`config.mk`:
```
export PLATFORM = sky130hd
export DESIGN_NAME = button_gesture_and_encoder_step
export DESIGN_NICKNAME = d
export VERILOG_FILES = /design/src/bges_pkg.sv /design/src/button_gesture_and_encoder_step.sv /design/src/bges_cfg.sv /design/src/bges_core.sv
export SDC_FILE = /design/constraint.sdc
export NUM_CORES = 1
export LEC_CHECK = 0
export ABC_AREA = 1
export BUFFER_PORTS_ARGS = -buffer_cell sky130_fd_sc_hd__buf_2
export CORE_AREA = 4 4 138 140
export CTS_BUF_LIST = sky130_fd_sc_hd__clkbuf_16
export DETAILED_ROUTE_END_ITERATION = 12
export DIE_AREA = 0 0 142 144
export GPL_TIMING_DRIVEN = 0
export HOLD_SLACK_MARGIN = 0.15
export MAX_ROUTING_LAYER = met4
export SLEW_MARGIN = 10
export SYNTH_ARGS = -nofsm -noshare
export SYNTH_HDL_FRONTEND = slang
export SYNTH_HIERARCHICAL = 1
export SYNTH_SLANG_ARGS = --single-unit
```
`constraint.sdc`:
```
create_clock -name clk -period 4.72 [get_ports clk]
set_clock_uncertainty 0.1 [all_clocks]
set_input_delay 0.944 -clock clk [delete_from_list [all_inputs] [get_ports clk]]
set_output_delay 0.944 -clock clk [all_outputs]
set_load 0.05 [all_outputs]
```
`src/bges_pkg.sv`:
```
`timescale 1ns / 1ps
// ----------------------------------------------------------------------------
// bges_pkg
// shared types and codes for the button gesture and encoder step block
// ----------------------------------------------------------------------------
package bges_pkg;

  localparam int CFG_W   = 16;
  localparam int COUNT_W = 8;
  localparam int CIDX_W  = 2;

  // register indexes on the config port
  localparam logic [CIDX_W-1:0] REG_DEBOUNCE     = 2'd0;
  localparam logic [CIDX_W-1:0] REG_DOUBLE_CLICK = 2'd1;
  localparam logic [CIDX_W-1:0] REG_LONG_PRESS   = 2'd2;

  localparam logic [CFG_W-1:0] DEBOUNCE_RST     = 16'd40;
  localparam logic [CFG_W-1:0] DOUBLE_CLICK_RST = 16'd350;
  localparam logic [CFG_W-1:0] LONG_PRESS_RST   = 16'd700;

  // encoder step codes
  localparam logic signed [1:0] STEP_NONE  = 2'sb00;
  localparam logic signed [1:0] STEP_RIGHT = 2'sb01;
  localparam logic signed [1:0] STEP_LEFT  = 2'sb11;

  typedef enum logic [1:0] {
    EV_NONE   = 2'd0,
    EV_CLICK  = 2'd1,
    EV_DOUBLE = 2'd2,
    EV_LONG   = 2'd3
  } event_t;

  typedef struct packed {
    logic [CFG_W-1:0] debounce_ticks;
    logic [CFG_W-1:0] double_click_ticks;
    logic [CFG_W-1:0] long_press_ticks;
  } cfg_t;

  typedef struct packed {
    logic               enc_clk_level;
    logic               enc_data_level;
    logic               button_level;
  } tick_t;

  typedef struct packed {
    logic signed [1:0]  enc_step;
    event_t             button_event;
    logic [COUNT_W-1:0] click_count;
    logic               button_pressed;
  } result_t;

endpackage

```
`src/button_gesture_and_encoder_step.sv`:
```
`timescale 1ns / 1ps
// an accepted request is loaded into the input register and then its result
// into the result register, from which it is offered; a stall can come between
// throughput: one request per cycle while the output is not stalled; the tick
// update is one pass of logic between the two registers and the state feeds back
// reset: timers and click count clear, lines read idle high, registers
// return to debounce 40, double click 350, long press 700
// ----------------------------------------------------------------------------
// button_gesture_and_encoder_step
// rotary encoder step decode and debounced click / double click / long press
// ----------------------------------------------------------------------------
module button_gesture_and_encoder_step #(
  parameter int TIMER_WIDTH = 16,
  parameter int CLICK_WIDTH = 8
) (
  input  logic                          clk,
  input  logic                          rst,
  input  logic                          in_valid,
  output logic                          in_ready,
  input  logic                          enc_clk_level,
  input  logic                          enc_data_level,
  input  logic                          button_level,
  output logic                          out_valid,
  input  logic                          out_ready,
  output logic signed [1:0]             enc_step,
  output logic [1:0]                    button_event,
  output logic [bges_pkg::COUNT_W-1:0]  click_count,
  output logic                          button_pressed,
  input  logic                          cfg_valid,
  output logic                          cfg_ready,
  input  logic [bges_pkg::CIDX_W-1:0]   cfg_index,
  input  logic [bges_pkg::CFG_W-1:0]    cfg_data
);
  import bges_pkg::*;

  cfg_t    cfg;
  tick_t   s1_tick;
  logic    s1_valid;
  logic    advance;
  result_t result;
  result_t out_reg;

  assign cfg_ready = 1'b1;
  assign advance   = s1_valid && (!out_valid || out_ready);
  assign in_ready  = !s1_valid || advance;

  bges_cfg u_cfg (
    .clk       (clk),
    .rst       (rst),
    .cfg_valid (cfg_valid),
    .cfg_index (cfg_index),
    .cfg_data  (cfg_data),
    .cfg       (cfg)
  );

  bges_core #(
    .TIMER_WIDTH (TIMER_WIDTH),
    .CLICK_WIDTH (CLICK_WIDTH)
  ) u_core (
    .clk     (clk),
    .rst     (rst),
    .advance (advance),
    .tick    (s1_tick),
    .cfg     (cfg),
    .result  (result)
  );

  // input register
  always_ff @(posedge clk) begin
    if (rst) begin
      s1_valid <= 1'b0;
    end else if (in_ready) begin
      s1_valid <= in_valid;
    end
  end

  always_ff @(posedge clk) begin
    if (in_valid && in_ready) begin
      s1_tick.enc_clk_level  <= enc_clk_level;
      s1_tick.enc_data_level <= enc_data_level;
      s1_tick.button_level   <= button_level;
    end
  end

  // result register
  always_ff @(posedge clk) begin
    if (rst) begin
      out_valid <= 1'b0;
    end else if (advance) begin
      out_valid <= 1'b1;
    end else if (out_ready) begin
      out_valid <= 1'b0;
    end
  end

  always_ff @(posedge clk) begin
    if (advance) begin
      out_reg <= result;
    end
  end

  assign enc_step       = out_reg.enc_step;
  assign button_event   = out_reg.button_event;
  assign click_count    = out_reg.click_count;
  assign button_pressed = out_reg.button_pressed;

`ifndef SYNTH
  a_click_single : assert property (@(posedge clk) disable iff (rst)
    out_valid && button_event == EV_CLICK |-> click_count == COUNT_W'(1))
    else $error("single click without count of one");

  a_click_double : assert property (@(posedge clk) disable iff (rst)
    out_valid && button_event == EV_DOUBLE |-> click_count >= COUNT_W'(2))
    else $error("double click with count below two");

  a_no_count : assert property (@(posedge clk) disable iff (rst)
    out_valid && (button_event == EV_NONE || button_event == EV_LONG)
      |-> click_count == '0)
    else $error("click count set without a click event");

  a_long_held : assert property (@(posedge clk) disable iff (rst)
    out_valid && button_event == EV_LONG |-> button_pressed)
    else $error("long press reported while released");

  a_s1_hold : assert property (@(posedge clk) disable iff (rst)
    s1_valid && !advance |=> s1_valid && $stable(s1_tick))
    else $error("stalled tick lost from input register");
`endif

endmodule

```
`src/bges_cfg.sv`:
```
`timescale 1ns / 1ps
// ----------------------------------------------------------------------------
// bges_cfg
// configuration register file for debounce, double click and long press times
// ----------------------------------------------------------------------------
module bges_cfg (
  input  logic                         clk,
  input  logic                         rst,
  input  logic                         cfg_valid,
  input  logic [bges_pkg::CIDX_W-1:0]  cfg_index,
  input  logic [bges_pkg::CFG_W-1:0]   cfg_data,
  output bges_pkg::cfg_t               cfg
);
  import bges_pkg::*;

  always_ff @(posedge clk) begin
    if (rst) begin
      cfg.debounce_ticks     <= DEBOUNCE_RST;
      cfg.double_click_ticks <= DOUBLE_CLICK_RST;
      cfg.long_press_ticks   <= LONG_PRESS_RST;
    end else if (cfg_valid) begin
      unique case (cfg_index)
        REG_DEBOUNCE:     cfg.debounce_ticks     <= cfg_data;
        REG_DOUBLE_CLICK: cfg.double_click_ticks <= cfg_data;
        REG_LONG_PRESS:   cfg.long_press_ticks   <= cfg_data;
        default: ;
      endcase
    end
  end

endmodule

```
`src/bges_core.sv`:
```
`timescale 1ns / 1ps
// ----------------------------------------------------------------------------
// bges_core
// per-tick state update: encoder edge, debounce, long press and click timing
// ----------------------------------------------------------------------------
module bges_core #(
  parameter int TIMER_WIDTH = 16,
  parameter int CLICK_WIDTH = 8
) (
  input  logic              clk,
  input  logic              rst,
  input  logic              advance,
  input  bges_pkg::tick_t   tick,
  input  bges_pkg::cfg_t    cfg,
  output bges_pkg::result_t result
);
  import bges_pkg::*;

  localparam int CMP_W = (TIMER_WIDTH > CFG_W) ? TIMER_WIDTH : CFG_W;
  localparam int CNT_W = (CLICK_WIDTH > COUNT_W) ? CLICK_WIDTH : COUNT_W;
  localparam logic [TIMER_WIDTH-1:0] TIMER_MAX = {TIMER_WIDTH{1'b1}};
  localparam logic [CLICK_WIDTH-1:0] CLICK_MAX = {CLICK_WIDTH{1'b1}};
  localparam logic [CNT_W-1:0]       COUNT_MAX = CNT_W'({COUNT_W{1'b1}});

  logic                   prev_clk, prev_clk_next;
  logic                   prev_raw, prev_raw_next;
  logic                   stable, stable_next;
  logic [TIMER_WIDTH-1:0] since_raw, since_raw_next;
  logic [TIMER_WIDTH-1:0] since_press, since_press_next;
  logic [TIMER_WIDTH-1:0] since_release, since_release_next;
  logic                   long_reported, long_reported_next;
  logic [CLICK_WIDTH-1:0] pending, pending_next;
  logic [CNT_W-1:0]       pending_ext;

  function automatic logic [TIMER_WIDTH-1:0] sat_inc(input logic [TIMER_WIDTH-1:0] v);
    return (v == TIMER_MAX) ? TIMER_MAX : v + 1'b1;
  endfunction

  always_comb begin
    result.enc_step       = STEP_NONE;
    result.button_event   = EV_NONE;
    result.click_count    = '0;

    if (prev_clk && !tick.enc_clk_level) begin
      result.enc_step = tick.enc_data_level ? STEP_LEFT : STEP_RIGHT;
    end
    prev_clk_next = tick.enc_clk_level;

    since_press_next   = sat_inc(since_press);
    since_release_next = sat_inc(since_release);
    since_raw_next     = (tick.button_level != prev_raw) ? '0 : sat_inc(since_raw);
    prev_raw_next      = tick.button_level;
    stable_next        = stable;
    long_reported_next = long_reported;
    pending_next       = pending;

    // debounced edge
    if (CMP_W'(since_raw_next) >= CMP_W'(cfg.debounce_ticks) &&
        tick.button_level != stable) begin
      stable_next = tick.button_level;
      if (!tick.button_level) begin
        since_press_next   = '0;
        long_reported_next = 1'b0;
      end else if (!long_reported) begin
        if (pending != CLICK_MAX) pending_next = pending + 1'b1;
        since_release_next = '0;
      end
    end

    // long press while held
    if (!stable_next && !long_reported_next &&
        CMP_W'(since_press_next) >= CMP_W'(cfg.long_press_ticks)) begin
      long_reported_next  = 1'b1;
      pending_next        = '0;
      result.button_event = EV_LONG;
    end

    // resolve clicks once the double click window has passed
    pending_ext = CNT_W'(pending_next);
    if (pending_next != '0 &&
        CMP_W'(since_release_next) >= CMP_W'(cfg.double_click_ticks)) begin
      result.button_event = (pending_next == CLICK_WIDTH'(1)) ? EV_CLICK : EV_DOUBLE;
      result.click_count  = (pending_ext > COUNT_MAX) ? {COUNT_W{1'b1}}
                                                      : pending_ext[COUNT_W-1:0];
      pending_next        = '0;
    end

    result.button_pressed = !stable_next;
  end

  always_ff @(posedge clk) begin
    if (rst) begin
      prev_clk      <= 1'b1;
      prev_raw      <= 1'b1;
      stable        <= 1'b1;
      since_raw     <= '0;
      since_press   <= '0;
      since_release <= '0;
      long_reported <= 1'b0;
      pending       <= '0;
    end else if (advance) begin
      prev_clk      <= prev_clk_next;
      prev_raw      <= prev_raw_next;
      stable        <= stable_next;
      since_raw     <= since_raw_next;
      since_press   <= since_press_next;
      since_release <= since_release_next;
      long_reported <= long_reported_next;
      pending       <= pending_next;
    end
  end

endmodule
```
==> qor.yml <==
yosys.area.top_type: "dfxtp_1"
synthArstFlopShare_pct: 0
stdcell_area_mm2: 0.0105
grt_max_degree: 17
crit_type: "reg2reg"
dr.pass1.iters: 5
slowest_delay_ns: 0.38
core_mm2: 0.0178
grt_pass1_wl_mm: 36.5
cp-startpoint: "u_core/since_raw[0]"
final_cell_mix: "nand2_1 (230), inv_1 (178), dfxtp_1 (106), nor2_1 (105), a21oi_1 (91)"
antenna_found_initial: 0
irDropWorstVdd_mv: 0.227
die_width_um: 142
ys_warn_count: 6
rsz0062_at_grt: "yes"
die_y_um: 144
clk_latency_ns: 0.42
synth-edff-count: 16
critPathArrivalTime_ns: 5.34
dieArea_mm2: 0.0204
synth_nets: 1251
totalWireLength_mm: 22.6
crit_fanout: 8
tightest_slew_ns: 0.912
cts-root-buf: "clkbuf_16"
layout_setup_ws_ns: -0.562
start_util_pct: 44.1
p_leak_nw: 5.07
reg2reg_depth: 35
multi_input_area_mm2: 0.00503
synth.area.top_cells: "dfxtp_1 (28%), nand2_1 (13%), inv_1 (9.3%)"
setup_viol: 20
holdWs_ns: 0.362
status: "finished, violations left"
io-pin-count: 42
r2r-start: "u_core/since_raw[0]"
netlist.area_leader.share_pct: 28.0
finalPower_mw: 3.45
cp-endpoint: "button_event[1]"
power_density_mw_per_mm2: 330
fin_nets: 1383
clk_pin_slew_ns: 0.06
layout_commonest_cell: "nand2_1"
grt_pass1_vias: 7413
clkSinkCount: 126
first_iter_violations: 462
r2r-end: "button_event[1]"
n_antenna_cell: 0
drive_gt1_share_pct: 25.2
hp-class: "reg2reg"
relSlewSlack_pct: 39.0
dp_hpwl_mm: 15.3
finalCritPeriodShare_pct: 112
cpMaxStageDelayCell: "dfxtp_4"
synth_area_mm2: 0.00786
startpoint_type: "register"
cp-end-kind: "register"
fill_cells: 1601
syn_avg_cell_area_um2: 6.70
placed_cell_area_mm2: 0.00849
syn_to_final_growth_pct: 33.1
gr-total-overflow: 0
synthCells: 1173
cts_inserted_buffers: 17
synth_seq_cells: 126
track_usage_pct: 22.8
row_count: 49
routedWlPerCell_um: 14.6
synth.lib_cells_used.distinct: 41
fmaxAchievable_mhz: 189
io_buffer_count: 39
seq_area_mm2: 0.00269
synth_ff_type: "dfxtp_1"
gp_congestion: 0.884
drv_cap: 0
seq_area_frac_synth_pct: 34.1
via_per_inst: 5.05
post-route-min-period_ns: 5.28
htree_levels: 4
cts_hold_buf: 0
violations: "negative setup slack"
drc: 0
reg2reg_slack_ns: -0.56
tritoncts: "built"
cp_data_required_time_ns: 4.78
finalMaxSlewViolations: 0
hold_viol_final: 0
ant_nets: 0
cts_max_path_buffers: 2
vias: 7820
[metrics by stage]
stage	cells	setup TNS, ns	util (%)	setup slack [ns]
after floorplan	1173	-0.533	-	-0.0853
after global placement	1441	-16.11	47.6	-0.995
after detailed placement	1441	-16.12	47.6	-0.983
after CTS	1539	-7.11	56.0	-0.419
after global routing	1547	-15.11	58.6	-0.836
final	1547	-9.71	58.6	-0.562
[synthesized netlist by cell type (all sizes together) (14+ instances only)]
| cell | n |
|---|---|
| nand2 | 273 |
| inv | 197 |
| nor2 | 122 |
| dfxtp | 110 |
| a21oi | 102 |
| o21ai | 92 |
| nand3 | 77 |
| ha | 52 |
| xor2 | 27 |
| clkbuf | 26 |
| buf | 22 |
| edfxtp | 16 |
| nand4 | 14 |
| nor3 | 14 |
[critical path: cells and delay by family, from the launching register on]
kind                     cells  cell delay, ns
AND/OR/NAND/NOR             24            2.84
buffers and inverters        6            0.79
adder cells (fa/ha/maj)      3            0.69
flip-flops                   1            0.38
XOR/XNOR                     1            0.16
AO/OA/AOI/OAI                1            0.06
[layer usage]
metal	up-vias	share of wire [%]	GRT usage (%)
li1	4014	-	-
met4	0	2.5	8.69
met1	3570	45	28.6
met2	198	48	37.1
met5	-	0	-
met3	38	4.2	3.77
[cell families (layout without fill, tap and decap cells)]
| logic type | after synthesis | count (layout) | synth area share, % |
|---|---|---|---|
| other | 1 | 1 | 0.0477 |
| adder cells (fa/ha/maj) | 52 | 52 | 8.28 |
| buffers and inverters | 246 | 391 | 12.6 |
| XOR/XNOR | 32 | 32 | 3.57 |
| AND/OR/NAND/NOR | 508 | 508 | 27.6 |
| AO/OA/AOI/OAI | 208 | 208 | 13.8 |
| flip-flops | 126 | 126 | 34.1 |
[power breakdown]
group | switching (mW) | internal [mW]
clock | 0.486 | 0.820
combinational | 0.554 | 0.377
sequential | 0.0550 | 1.16
[worst min path at each step]
stage                       startpoint           end  depth (start not counted)
after floorplan           u_cfg/cfg[2]  u_cfg/cfg[2]                          2
after global placement    u_cfg/cfg[2]  u_cfg/cfg[2]                          2
final                     u_cfg/cfg[3]  u_cfg/cfg[3]                          2
after CTS                 u_cfg/cfg[4]  u_cfg/cfg[4]                          2
after global routing      u_cfg/cfg[3]  u_cfg/cfg[3]                          2
after detailed placement  u_cfg/cfg[4]  u_cfg/cfg[4]                          2
[what timing repair did]
item / CTS / global route
resized for setup: 101 / 88
setup buffers: 63 / 8
endpoints found under the setup margin: 19 / 20
pin swaps: 42 / 15
cloned: 3 / 0
[registers in the layout, summed over array words and instances, names as in the netlist, 2 cells and up]
name / flops
u_cfg/cfg: 48
u_core/since_press: 16
u_core/since_raw: 16
u_core/since_release: 16
click_count: 8
u_core/pending: 8
s1_tick: 3
button_event: 2
enc_step: 2
[final cells by class]
type,count,area share [%]
clock buffer,17,4.07
inverter,198,7.13
multi-input combinational,801,48.1
tap,229,2.74
clock inverter,15,1.50
buffer,48,2.85
sequential,126,25.7
timing repair buffer,113,7.89
(Power assumes the default switching activity.)
